--- src/rtl/ccsk_psk_symbol_metric_defines.svh ---
// ----------------------------------------------------------------------------
// ccsk_psk_symbol_metric defines
// assertion macros shared by the symbol metric block
// ----------------------------------------------------------------------------
`ifndef CCSK_PSK_SYMBOL_METRIC_DEFINES_SVH
`define CCSK_PSK_SYMBOL_METRIC_DEFINES_SVH

// a condition implies a consequence in the same cycle
`define CPSM_ASSERT_IMPL(label, clk, rst, cond, prop) \
   label: assert property (@(posedge clk) disable iff (rst) (cond) |-> (prop)) \
      else $error("assertion failed");

// a condition implies a consequence in the next cycle
`define CPSM_ASSERT_NEXT(label, clk, rst, cond, prop) \
   label: assert property (@(posedge clk) disable iff (rst) (cond) |=> (prop)) \
      else $error("assertion failed");

`endif

--- src/rtl/cpsm_pkg.sv ---
// ----------------------------------------------------------------------------
// cpsm_pkg
// types, constants and the constellation table of the symbol metric block
// ----------------------------------------------------------------------------
package cpsm_pkg;

   localparam int SYMBOLS_DEF = 64;
   localparam int CHIPS_DEF   = 64;
   localparam int DIST_W      = 48;
   localparam int METRIC_W    = 24;
   localparam logic [15:0] INV_TWO_VAR_RST = 16'd256;

   localparam logic OP_LOAD   = 1'b0;
   localparam logic OP_SAMPLE = 1'b1;

   typedef struct packed {
      logic               operation;
      logic [5:0]         code_row;
      logic [5:0]         chip_index;
      logic [5:0]         phase;
      logic signed [15:0] sample_i;
      logic signed [15:0] sample_q;
   } req_type;

   typedef struct packed {
      logic [5:0]          symbol;
      logic [METRIC_W-1:0] metric;
      logic                last;
   } rsp_type;

   typedef enum logic [2:0] {
      ST_IDLE, ST_ACC, ST_FETCH, ST_SCALE, ST_MUL, ST_EMIT
   } state_type;

   // controller to datapath
   typedef struct packed {
      logic clr_sum;     // start a new row sum
      logic acc_en;      // add the chip term now in the read registers
      logic row_done;    // store the finished row sum and update minimum
      logic clr_min;
      logic mul_load;    // latch the difference for the current row
      logic mul_en;      // register the product
      logic out_load;    // move the metric to the output register
   } cmd_type;

   // datapath status
   typedef struct packed {
      logic out_full;
   } sts_type;

   function automatic logic signed [15:0] sine_of(input logic [5:0] p);
      logic [14:0] qs [0:16];
      logic [4:0]  r;
      logic [14:0] v;
      qs = '{15'd0, 15'd803, 15'd1598, 15'd2378, 15'd3135, 15'd3862, 15'd4551,
             15'd5197, 15'd5793, 15'd6333, 15'd6811, 15'd7225, 15'd7568,
             15'd7839, 15'd8035, 15'd8153, 15'd8192};
      r = {1'b0, p[3:0]};
      v = p[4] ? qs[5'd16 - r] : qs[r];
      return p[5] ? -$signed({1'b0, v}) : $signed({1'b0, v});
   endfunction

endpackage

--- src/rtl/cpsm_ctrl.sv ---
// ----------------------------------------------------------------------------
// cpsm_ctrl
// sequencer: walks rows and chips for the sums, then rows for the metrics
// ----------------------------------------------------------------------------
module cpsm_ctrl #(
   parameter int SYMBOLS = cpsm_pkg::SYMBOLS_DEF,
   parameter int CHIPS   = cpsm_pkg::CHIPS_DEF
) (
   input  logic               clock,
   input  logic               reset,
   input  logic               start,
   input  cpsm_pkg::sts_type  sts,
   input  logic               out_take,
   output logic               busy,
   output logic [5:0]         row,
   output logic [5:0]         chip,
   output logic               rd_valid,
   output cpsm_pkg::cmd_type  cmd
);
   cpsm_pkg::state_type state_ff, state_in;
   logic [6:0] row_ff, row_in;    // one bit wider to mark all rows issued
   logic [5:0] chip_ff, chip_in;
   logic       rd_ff, rd_in;   // read issued last cycle
   logic       lst_ff, lst_in; // last chip of a row issued last cycle

   always_comb begin
      state_in = state_ff;
      row_in   = row_ff;
      chip_in  = chip_ff;
      rd_in    = 1'b0;
      lst_in   = 1'b0;
      case (state_ff)
         cpsm_pkg::ST_IDLE: begin
            if (start) begin
               state_in = cpsm_pkg::ST_ACC;
               row_in   = '0;
               chip_in  = '0;
            end
         end
         cpsm_pkg::ST_ACC: begin
            // reads issued row by row; leave once the last read has cleared the read registers
            if (row_ff != 7'(SYMBOLS)) begin
               rd_in  = 1'b1;
               lst_in = (chip_ff == 6'(CHIPS - 1));
               if (chip_ff == 6'(CHIPS - 1)) begin
                  chip_in = '0;
                  row_in  = row_ff + 7'd1;
               end else begin
                  chip_in = chip_ff + 6'd1;
               end
            end else if (!rd_ff && !lst_ff) begin
               state_in = cpsm_pkg::ST_FETCH;
               row_in   = '0;
            end
         end
         // distance memory read for the current row
         cpsm_pkg::ST_FETCH: state_in = cpsm_pkg::ST_SCALE;
         cpsm_pkg::ST_SCALE: state_in = cpsm_pkg::ST_MUL;
         cpsm_pkg::ST_MUL:   state_in = cpsm_pkg::ST_EMIT;
         cpsm_pkg::ST_EMIT: begin
            if (!sts.out_full || out_take) begin
               if (row_ff == 7'(SYMBOLS - 1)) begin
                  state_in = cpsm_pkg::ST_IDLE;
               end else begin
                  row_in   = row_ff + 7'd1;
                  state_in = cpsm_pkg::ST_FETCH;
               end
            end
         end
         default: state_in = cpsm_pkg::ST_IDLE;
      endcase
   end

   always_comb begin
      cmd          = '0;
      cmd.clr_min  = (state_ff == cpsm_pkg::ST_IDLE) && start;
      cmd.acc_en   = rd_ff;
      cmd.row_done = lst_ff;
      cmd.clr_sum  = lst_ff || cmd.clr_min;
      cmd.mul_load = (state_ff == cpsm_pkg::ST_SCALE);
      cmd.mul_en   = (state_ff == cpsm_pkg::ST_MUL);
      cmd.out_load = (state_ff == cpsm_pkg::ST_EMIT) && (!sts.out_full || out_take);
   end

   assign busy     = (state_ff != cpsm_pkg::ST_IDLE);
   assign row      = row_ff[5:0];
   assign chip     = chip_ff;
   assign rd_valid = rd_in;

   always_ff @(posedge clock) begin
      if (reset) begin
         state_ff <= cpsm_pkg::ST_IDLE;
         rd_ff    <= 1'b0;
         lst_ff   <= 1'b0;
         row_ff   <= '0;
         chip_ff  <= '0;
      end else begin
         state_ff <= state_in;
         rd_ff    <= rd_in;
         lst_ff   <= lst_in;
         row_ff   <= row_in;
         chip_ff  <= chip_in;
      end
   end
endmodule

--- config.mk ---
export PLATFORM = sky130hd
export DESIGN_NAME = cpsm_ctrl
export DESIGN_NICKNAME = d
export VERILOG_FILES = /design/src/rtl/ccsk_psk_symbol_metric_defines.svh /design/src/rtl/cpsm_pkg.sv /design/src/rtl/cpsm_ctrl.sv
export SDC_FILE = /design/constraint.sdc
export NUM_CORES = 1
export LEC_CHECK = 0
export BUFFER_PORTS_ARGS = -buffer_cell sky130_fd_sc_hd__buf_4
export CORE_UTILIZATION = 55
export CTS_BUF_LIST = sky130_fd_sc_hd__clkbuf_8
export DETAILED_ROUTE_END_ITERATION = 8
export PLACE_DENSITY = 0.81
export SLEW_MARGIN = 20
export SYNTH_ARGS = -nofsm -noshare
export SYNTH_HDL_FRONTEND = slang
export SYNTH_SLANG_ARGS = --single-unit
--- constraint.sdc ---
create_clock -name clock -period 2.7 [get_ports clock]
set_input_delay 0.405 -clock clock [delete_from_list [all_inputs] [get_ports clock]]
set_output_delay 0.405 -clock clock [all_outputs]
set_load 0.005 [all_outputs]
==> results.toml, run 1 <==
[status]
run_status = "finished clean"

[layout]
drive_above_1_share_pct = 25.8
fin_cells = 186
finalInstanceArea_sq_um = 1360
num-fill-cells = 181
num-nets-final = 168
antenna_cells = 0
final_common_cell = "buf_4"
area_growth_pct = 16.1
most-common-layout-cells = "buf_4 (26), dfxtp_1 (18), inv_1 (14), nor2_1 (12), a21oi_1 (10)"

[logic_synthesis]
postSynthAreaPerCell_sq_um = 8.12
netlist_instances = 144
netlist_area_sq_um = 1170
ys_ff_latch = 18
async_flop_share_pct = 0
ys_warn_count = 0
synth-main-ff-cell = "dfxtp_1"
synth_seq_area_share_pct = 30.8
synth_edf_count = 0
synthesis.nets = 152
ys_types = 48

[grt]
grt_pass1_wl_um = 3690
grt_pass1_vias = 873
grt_overflow = 0
antenna_found_initial = 0
grt_util_all_layers_pct = 22.9
grt_start_max_net_pins = 20

[floorplanning]
initial_core_util_pct = 59.0
die_w_um = 48.1
rows = 16
ios = 26
dieArea_sq_um = 2310
die_h_um = 48.1
core_area_sq_um = 1980

[routing]
postRouteAntennaNets = 0
drt-total-wl_um = 2480
detail_route.wl_per_cell_um = 13.3
via_count = 1087
drt_iter0_markers = 22
drc = 0
firstDrtPassIters = 4
vias_per_cell = 5.84

[worst_hold_path]
worstHoldStart = "start"
min_path_type = "in -> reg"

[cts]
clk-insertion-delay-late_ns = 0.25
cts_sinks = 18
clk_path_buf_depth = 2
cts-buffers-inserted = 3
post_cts_resized = 0
htreeDepth = 1
cts_tree = "done"
hold_buffers = 0
clockRootBuffer = "clkbuf_8"
clkTransAtPathRegs_ns = 0.07
post_cts_buffers = 0

[place]
place_ws_ns = 0.473
io_buffer_count = 25
globalplace.congestion = 0.846
dp_hpwl_um = 1860
dp.cells = 182
place_area_sq_um = 1300

[sta]
finalWorstSetupSlack_ns = 0.194
slew_viol_final = 0
fmax_mhz = 399
period_needed_ns = 2.51
finClkSkew_ns = 0.000794
fin_crit_sh_pct = 92.8
max_slew_margin_pct = 59.7
fin_setup_tns_ns = 0
finalSetupViolations = 0
hold_violations = 0
rsz0062_at_grt = "false"
worst_slew_pin_slew_ns = 0.599
holdWs_ns = 0.451

[run]
cap_viol_max_count = 0

[worst_setup_path]
worstSetupStartpointType = "register"
crit_type = "reg -> out"
required_ns = 2.30
cp_max_fo = 7
cp.arrival_ns = 2.10
startpoint = "row_ff[5]$_SDFFE_PP0P_"
r2r-start = "row_ff[5]$_SDFFE_PP0P_"
critPathCaptureType = "output port"

[power]
vdd.ir_drop.worst_mv = 0.393
power_density_nw_per_um2 = 516
power_leakage_uw = 0.000544
[cells in the mapped netlist, types with 2 or more instances]
master | n | area [sq um]
a22oi_1 | 2 | 15.0
nand2b_1 | 2 | 12.5
o32ai_1 | 4 | 35.0
and3_1 | 2 | 12.5
o21ai_0 | 4 | 20.0
or3_1 | 5 | 31.3
buf_4 | 9 | 67.6
nor3_1 | 6 | 30.0
a21oi_1 | 10 | 50.1
a31oi_1 | 2 | 12.5
ha_1 | 3 | 37.5
dfxtp_1 | 18 | 360
nand2_1 | 8 | 30.0
or2_2 | 2 | 12.5
buf_2 | 4 | 20.0
inv_1 | 14 | 52.6
nand3_1 | 5 | 25.0
nor2_1 | 12 | 45.0
nor2b_1 | 3 | 18.8
[layout make-up]
| class | count | area, sq um | share of cell area (%) |
|---|---|---|---|
| Clock buffer | 4 | 55.1 | 4.06 |
| Multi-Input combinational cell | 97 | 659 | 48.6 |
| Sequential cell | 18 | 360 | 26.6 |
| Timing Repair Buffer | 26 | 195 | 14.4 |
| Inverter | 14 | 52.6 | 3.87 |
| Tap cell | 27 | 33.8 | 2.49 |
[kinds of logic after synthesis]
group | count (synthesis) | synth area share [%]
simple gates | 57 | 27.0
buf+inv | 29 | 12.7
mux | 1 | 0.857
compound gates | 35 | 24.6
fa+ha+maj | 3 | 3.21
flops | 18 | 30.8
xor+xnor | 1 | 0.750
[routing by layer]
layer,global-route usage (%),part of all wire [%]
met3,3.33,4.0
met1,29.6,47
met2,38.6,48
met5,0,0
met4,8.33,1.4
[worst max-delay path: stages (launching register included)]
cell     delay [ns]
dfxtp_1        0.36
or4b_1         0.67
o21ai_0        0.50
inv_1          0.15
buf_4          0.17
[report_power, final]
group / switching, uW / internal (uW) / total [uW]
clock: 92.7 / 130 / 222
combinational: 97.5 / 84.0 / 181
sequential: 20.1 / 277 / 297
total: 210 / 490 / 701
[final timing paths]
kind | end | slack [ns] | depth (start not counted)
setup / recovery | rd_valid | 0.19 | 4
hold / removal | state_ff[0]$_SDFFE_PP0P_ | 0.45 | 2
setup reg to reg | row_ff[2]$_SDFFE_PP0P_ | 0.45 | 5
hold reg to reg | row_ff[1]$_SDFFE_PP0P_ | 0.51 | 2
[through the flow]
step           total power, uW  util (%)
2_1_floorplan              430         -
3_3_place_gp               478      65.7
3_5_place_dp               483      65.7
4_1_cts                    702      68.4
5_1_grt                    738      68.4
6_report                   701      68.4
[sequential cells by signal, indices dropped and copies added (netlist names)]
signal and flops:
rd_ff 1, row_ff 7, lst_ff 1, chip 6, state_ff 3
Power figures use the tool's default switching activity.
==> run 2: changes to the inputs <==
--- a/config.mk
+++ b/config.mk
@@ -10,6 +10,7 @@
 export CTS_BUF_LIST = sky130_fd_sc_hd__clkbuf_8
 export DETAILED_ROUTE_END_ITERATION = 8
 export PLACE_DENSITY = 0.81
+export REMOVE_ABC_BUFFERS = 1
 export SLEW_MARGIN = 20
 export SYNTH_ARGS = -nofsm -noshare
 export SYNTH_HDL_FRONTEND = slang
==> run 2 against run 1 <==
Largest cell class unchanged. Global-route usage rose by 2.3 points. Total power fell by 4.6%. Clock power shrank 16%. Non-clock buffer count stayed put. Core utilization is 0.69 points lower. Flip-flop and latch count did not move. Die area unchanged. Fmax decreased by 1.4%. Critical path depth is the same. Final area shrank 1.0%. Register-to-register slack worse by 0.02 ns.
==> results.toml, run 2 (synthesized netlist as in run 1, its figures left out) <==
[status]
run_status = "finished clean"

[place]
place_ws_ns = 0.460
io_buffer_count = 25
globalplace.congestion = 0.844
dp_hpwl_um = 1880

[worst_setup_path]
crit_buf_inv = 2
crit_type = "reg -> out"
slowest_stage = "or4b_1"
critPathCaptureType = "output port"
worstSetupStartpointType = "register"
required_ns = 2.30
cp_top_family = "simple AND/OR/NAND/NOR gates"
max_stage_delay_ns = 0.69
cp_cell_sequence = "or4b_1 > o21ai_0 > inv_1 > buf_4"
cp.arrival_ns = 2.14
cp_max_fo = 7

[sta]
fin_crit_sh_pct = 94.1
finClkSkew_ns = 0.00506
slew_viol_final = 0
worst_slew_pin_slew_ns = 0.586
max_slew_margin_pct = 60.6
rsz0062_at_grt = "false"
fmax_mhz = 393
holdWs_ns = 0.461
period_needed_ns = 2.54
finalWorstSetupSlack_ns = 0.158
finalSetupViolations = 0
hold_violations = 0
fin_setup_tns_ns = 0

[cts]
hold_buffers = 0
cts-buffers-inserted = 3
cts_sinks = 18
cts_tree = "done"
post_cts_buffers = 0
htreeDepth = 1
clkTransAtPathRegs_ns = 0.07
post_cts_resized = 0
clk-insertion-delay-late_ns = 0.25
clockRootBuffer = "clkbuf_8"
clk_path_buf_depth = 2

[power]
vdd.ir_drop.worst_mv = 0.337
power_leakage_uw = 0.000537
power_density_nw_per_um2 = 498

[floorplanning]
initial_core_util_pct = 59.0
die_w_um = 48.1
dieArea_sq_um = 2310
die_h_um = 48.1
rows = 16
core_area_sq_um = 1980
ios = 26

[run]
cap_viol_max_count = 0

[routing]
drt_iter0_markers = 34
postRouteAntennaNets = 0
via_count = 1092
vias_per_cell = 5.90
drt-total-wl_um = 2630
drc = 0
firstDrtPassIters = 5
detail_route.wl_per_cell_um = 14.2

[layout]
utilization_pct = 67.7
largest_register_ffs = 7
num-nets-final = 168
final_common_cell = "buf_4"
most-common-layout-cells = "buf_4 (26), dfxtp_1 (18), inv_1 (14), nor2_1 (12), a21oi_1 (10)"
drive_above_1_share_pct = 25.3
area_growth_pct = 14.9
largest-register = "row_ff"
antenna_cells = 0

[grt]
grt_pass1_vias = 938
grt_pass1_wl_um = 4080
grt_start_max_net_pins = 20
grt_util_all_layers_pct = 25.2
grt_overflow = 0
antenna_found_initial = 0

[worst_hold_path]
min_path_type = "in -> reg"
-- run 2: routing by layer --
metal	vias up	GRT usage, %	share of wire [%]
met4	0	9.44	1.5
met5	-	0	0
met1	495	30.9	45
met3	9	4.07	5.5
met2	46	44.1	48
li1	542	-	-
-- run 2: cell type report --
class / count / area, sq um
Clock buffer: 3 / 41.3
Fill cell: 162 / 639
Inverter: 14 / 52.6
Tap cell: 27 / 33.8
Timing Repair Buffer: 26 / 195
Multi-Input combinational cell: 97 / 659
Sequential cell: 18 / 360
-- run 2: stage by stage --
step | instances | instance area, sq um | total power (uW)
floorplan | 129 | 1070 | 416
global placement | 182 | 1300 | 478
detailed placement | 182 | 1300 | 483
CTS | 185 | 1340 | 668
global route | 185 | 1340 | 712
finish | 185 | 1340 | 668
-- run 2: path summary, 6_finish.rpt --
path                                from                        to  slack (ns)  cells after the start
hold reg to reg     chip[5]$_SDFFE_PP0P_      chip[5]$_SDFFE_PP0P_        0.51                      2
hold / removal                     start  state_ff[0]$_SDFFE_PP0P_        0.46                      2
setup reg to reg  row_ff[5]$_SDFFE_PP0P_    row_ff[2]$_SDFFE_PP0P_        0.43                      5
setup / recovery  row_ff[5]$_SDFFE_PP0P_                  rd_valid        0.16                      4
-- run 2: where the power goes --
group | switching [uW] | leakage, uW | total [uW] | internal [uW]
clock | 87.0 | 0.0000216 | 186 | 99.2
combinational | 101 | 0.000370 | 185 | 84.3
sequential | 20.3 | 0.000146 | 297 | 277
total | 208 | 0.000537 | 668 | 460
==> run 3: changes to the inputs <==
--- a/config.mk
+++ b/config.mk
@@ -7,11 +7,11 @@
 export LEC_CHECK = 0
 export BUFFER_PORTS_ARGS = -buffer_cell sky130_fd_sc_hd__buf_4
 export CORE_UTILIZATION = 55
-export CTS_BUF_LIST = sky130_fd_sc_hd__clkbuf_8
+export CTS_BUF_LIST = sky130_fd_sc_hd__clkbuf_2 sky130_fd_sc_hd__clkbuf_4 sky130_fd_sc_hd__clkbuf_8
 export DETAILED_ROUTE_END_ITERATION = 8
+export GPL_TIMING_DRIVEN = 0
 export PLACE_DENSITY = 0.81
 export REMOVE_ABC_BUFFERS = 1
-export SLEW_MARGIN = 20
 export SYNTH_ARGS = -nofsm -noshare
 export SYNTH_HDL_FRONTEND = slang
 export SYNTH_SLANG_ARGS = --single-unit
==> run 3 against run 2 <==
Sequential power about the same. Wire length decreased by 5.4%. Flip-flop and latch count unchanged. Count of clock-buffer cells in the layout increased by 1. Hold slack got worse by 0.060 ns. Cell count unchanged. Clock power decreased by 8%. Sequential share of layout area increased by 0.25 points.
==> results.toml, run 3 (synthesized netlist as in run 1, its figures left out) <==
[status]
run_status = "finished clean"

[worst_setup_path]
cp.arrival_ns = 2.76
crit_type = "reg -> reg"
worstSetupStartpointType = "register"
required_ns = 2.94
critPathCaptureType = "register"
r2r-start = "row_ff[5]$_SDFFE_PP0P_"
cp_max_fo = 7
startpoint = "row_ff[5]$_SDFFE_PP0P_"

[cts]
clkTransAtPathRegs_ns = 0.11
htreeDepth = 1
cts_tree = "done"
cts_sinks = 18
cts-buffers-inserted = 3
post_cts_resized = 0
clockRootBuffer = "clkbuf_4"
hold_buffers = 0
clk_path_buf_depth = 2
post_cts_buffers = 0
clk-insertion-delay-late_ns = 0.30

[routing]
detail_route.wl_per_cell_um = 13.4
drt_iter0_markers = 34
drt-total-wl_um = 2490
postRouteAntennaNets = 0
via_count = 1106
drc = 0
vias_per_cell = 5.98
firstDrtPassIters = 4

[power]
power_density_nw_per_um2 = 487
power_leakage_uw = 0.000532
vdd.ir_drop.worst_mv = 0.308

[layout]
largest-register = "row_ff"
num-fill-cells = 176
most-common-layout-cells = "buf_4 (25), dfxtp_1 (18), inv_1 (14), nor2_1 (12), a21oi_1 (10)"
utilization_pct = 67.1
num-nets-final = 167
area_growth_pct = 13.8
drive_above_1_share_pct = 25.3
fin_cells = 185
antenna_cells = 0
largest_register_ffs = 7
final_common_cell = "buf_4"

[floorplanning]
ios = 26
core_area_sq_um = 1980
dieArea_sq_um = 2310
die_w_um = 48.1
initial_core_util_pct = 59.0
die_h_um = 48.1
rows = 16

[place]
globalplace.congestion = 0.839
io_buffer_count = 25
dp.cells = 181
dp_hpwl_um = 1820

[sta]
finalSetupViolations = 0
slew_viol_final = 0
period_needed_ns = 2.52
fin_crit_sh_pct = 93.4
finClkSkew_ns = 0.000581
hold_violations = 0
fin_setup_tns_ns = 0
rsz0062_at_grt = "false"
max_slew_margin_pct = 24.0
worst_slew_pin_slew_ns = 1.13
fmax_mhz = 397

[grt]
grt_start_max_net_pins = 20
antenna_found_initial = 0
grt_pass1_vias = 859
grt_util_all_layers_pct = 22.6
grt_overflow = 0
grt_pass1_wl_um = 3640

[run]
cap_viol_max_count = 0

[worst_hold_path]
min_path_type = "in -> reg"
worstHoldStart = "start"
run 3: cell types whose count changed in the layout (fill, tap and decap cells not counted), sizes merged:
cell	previous run	this run
buf	26	25
clkbuf	3	4
run 3: final timing paths:
check | to | slack (ns) | cells after the start
worst max-delay path | chip[4]$_SDFFE_PP0P_ | 0.18 | 4
worst min-delay path | state_ff[0]$_SDFFE_PP0P_ | 0.40 | 2
worst max register to register | chip[4]$_SDFFE_PP0P_ | 0.18 | 4
worst min register to register | row_ff[1]$_SDFFE_PP0P_ | 0.51 | 2
run 3: final cells by class:
| class | count | area, sq um | area share, % |
|---|---|---|---|
| multi-input combinational | 97 | 659 | 49.6 |
| timing repair buffer | 25 | 188 | 14.1 |
| clock buffer | 4 | 36.3 | 2.73 |
| inverter | 14 | 52.6 | 3.95 |
| tap | 27 | 33.8 | 2.54 |
| sequential | 18 | 360 | 27.1 |
run 3: per-layer routing:
layer  wire [um]  GRT usage (%)
met1        1130           27.3
met2        1210           39.5
met3         115           4.44
met4          34           8.33
met5           0              0
run 3: worst max-delay path: stages, from the launching register on:
cell	delay (ns)
dfxtp_1	0.38
or4b_1	0.69
o311ai_0	1.01
o21ai_0	0.23
a21oi_1	0.16
run 3: power breakdown:
group | leakage [uW] | switching (uW) | internal, uW
clock network | 0.0000210 | 89.0 | 82.3
registers | 0.000146 | 19.9 | 277
logic | 0.000365 | 98.9 | 80.8
total | 0.000532 | 208 | 440
run 3: metrics by stage:
step	setup slack [ns]	power, uW	cell area, sq um	hold WS [ns]
after CTS	0.0925	645	1330	0.407
after floorplan	0.625	416	1070	0.474
final	0.178	647	1330	0.401
after global routing	0.00663	685	1330	0.403
after global placement	0.359	473	1290	0.488
after detailed placement	0.248	480	1290	0.501
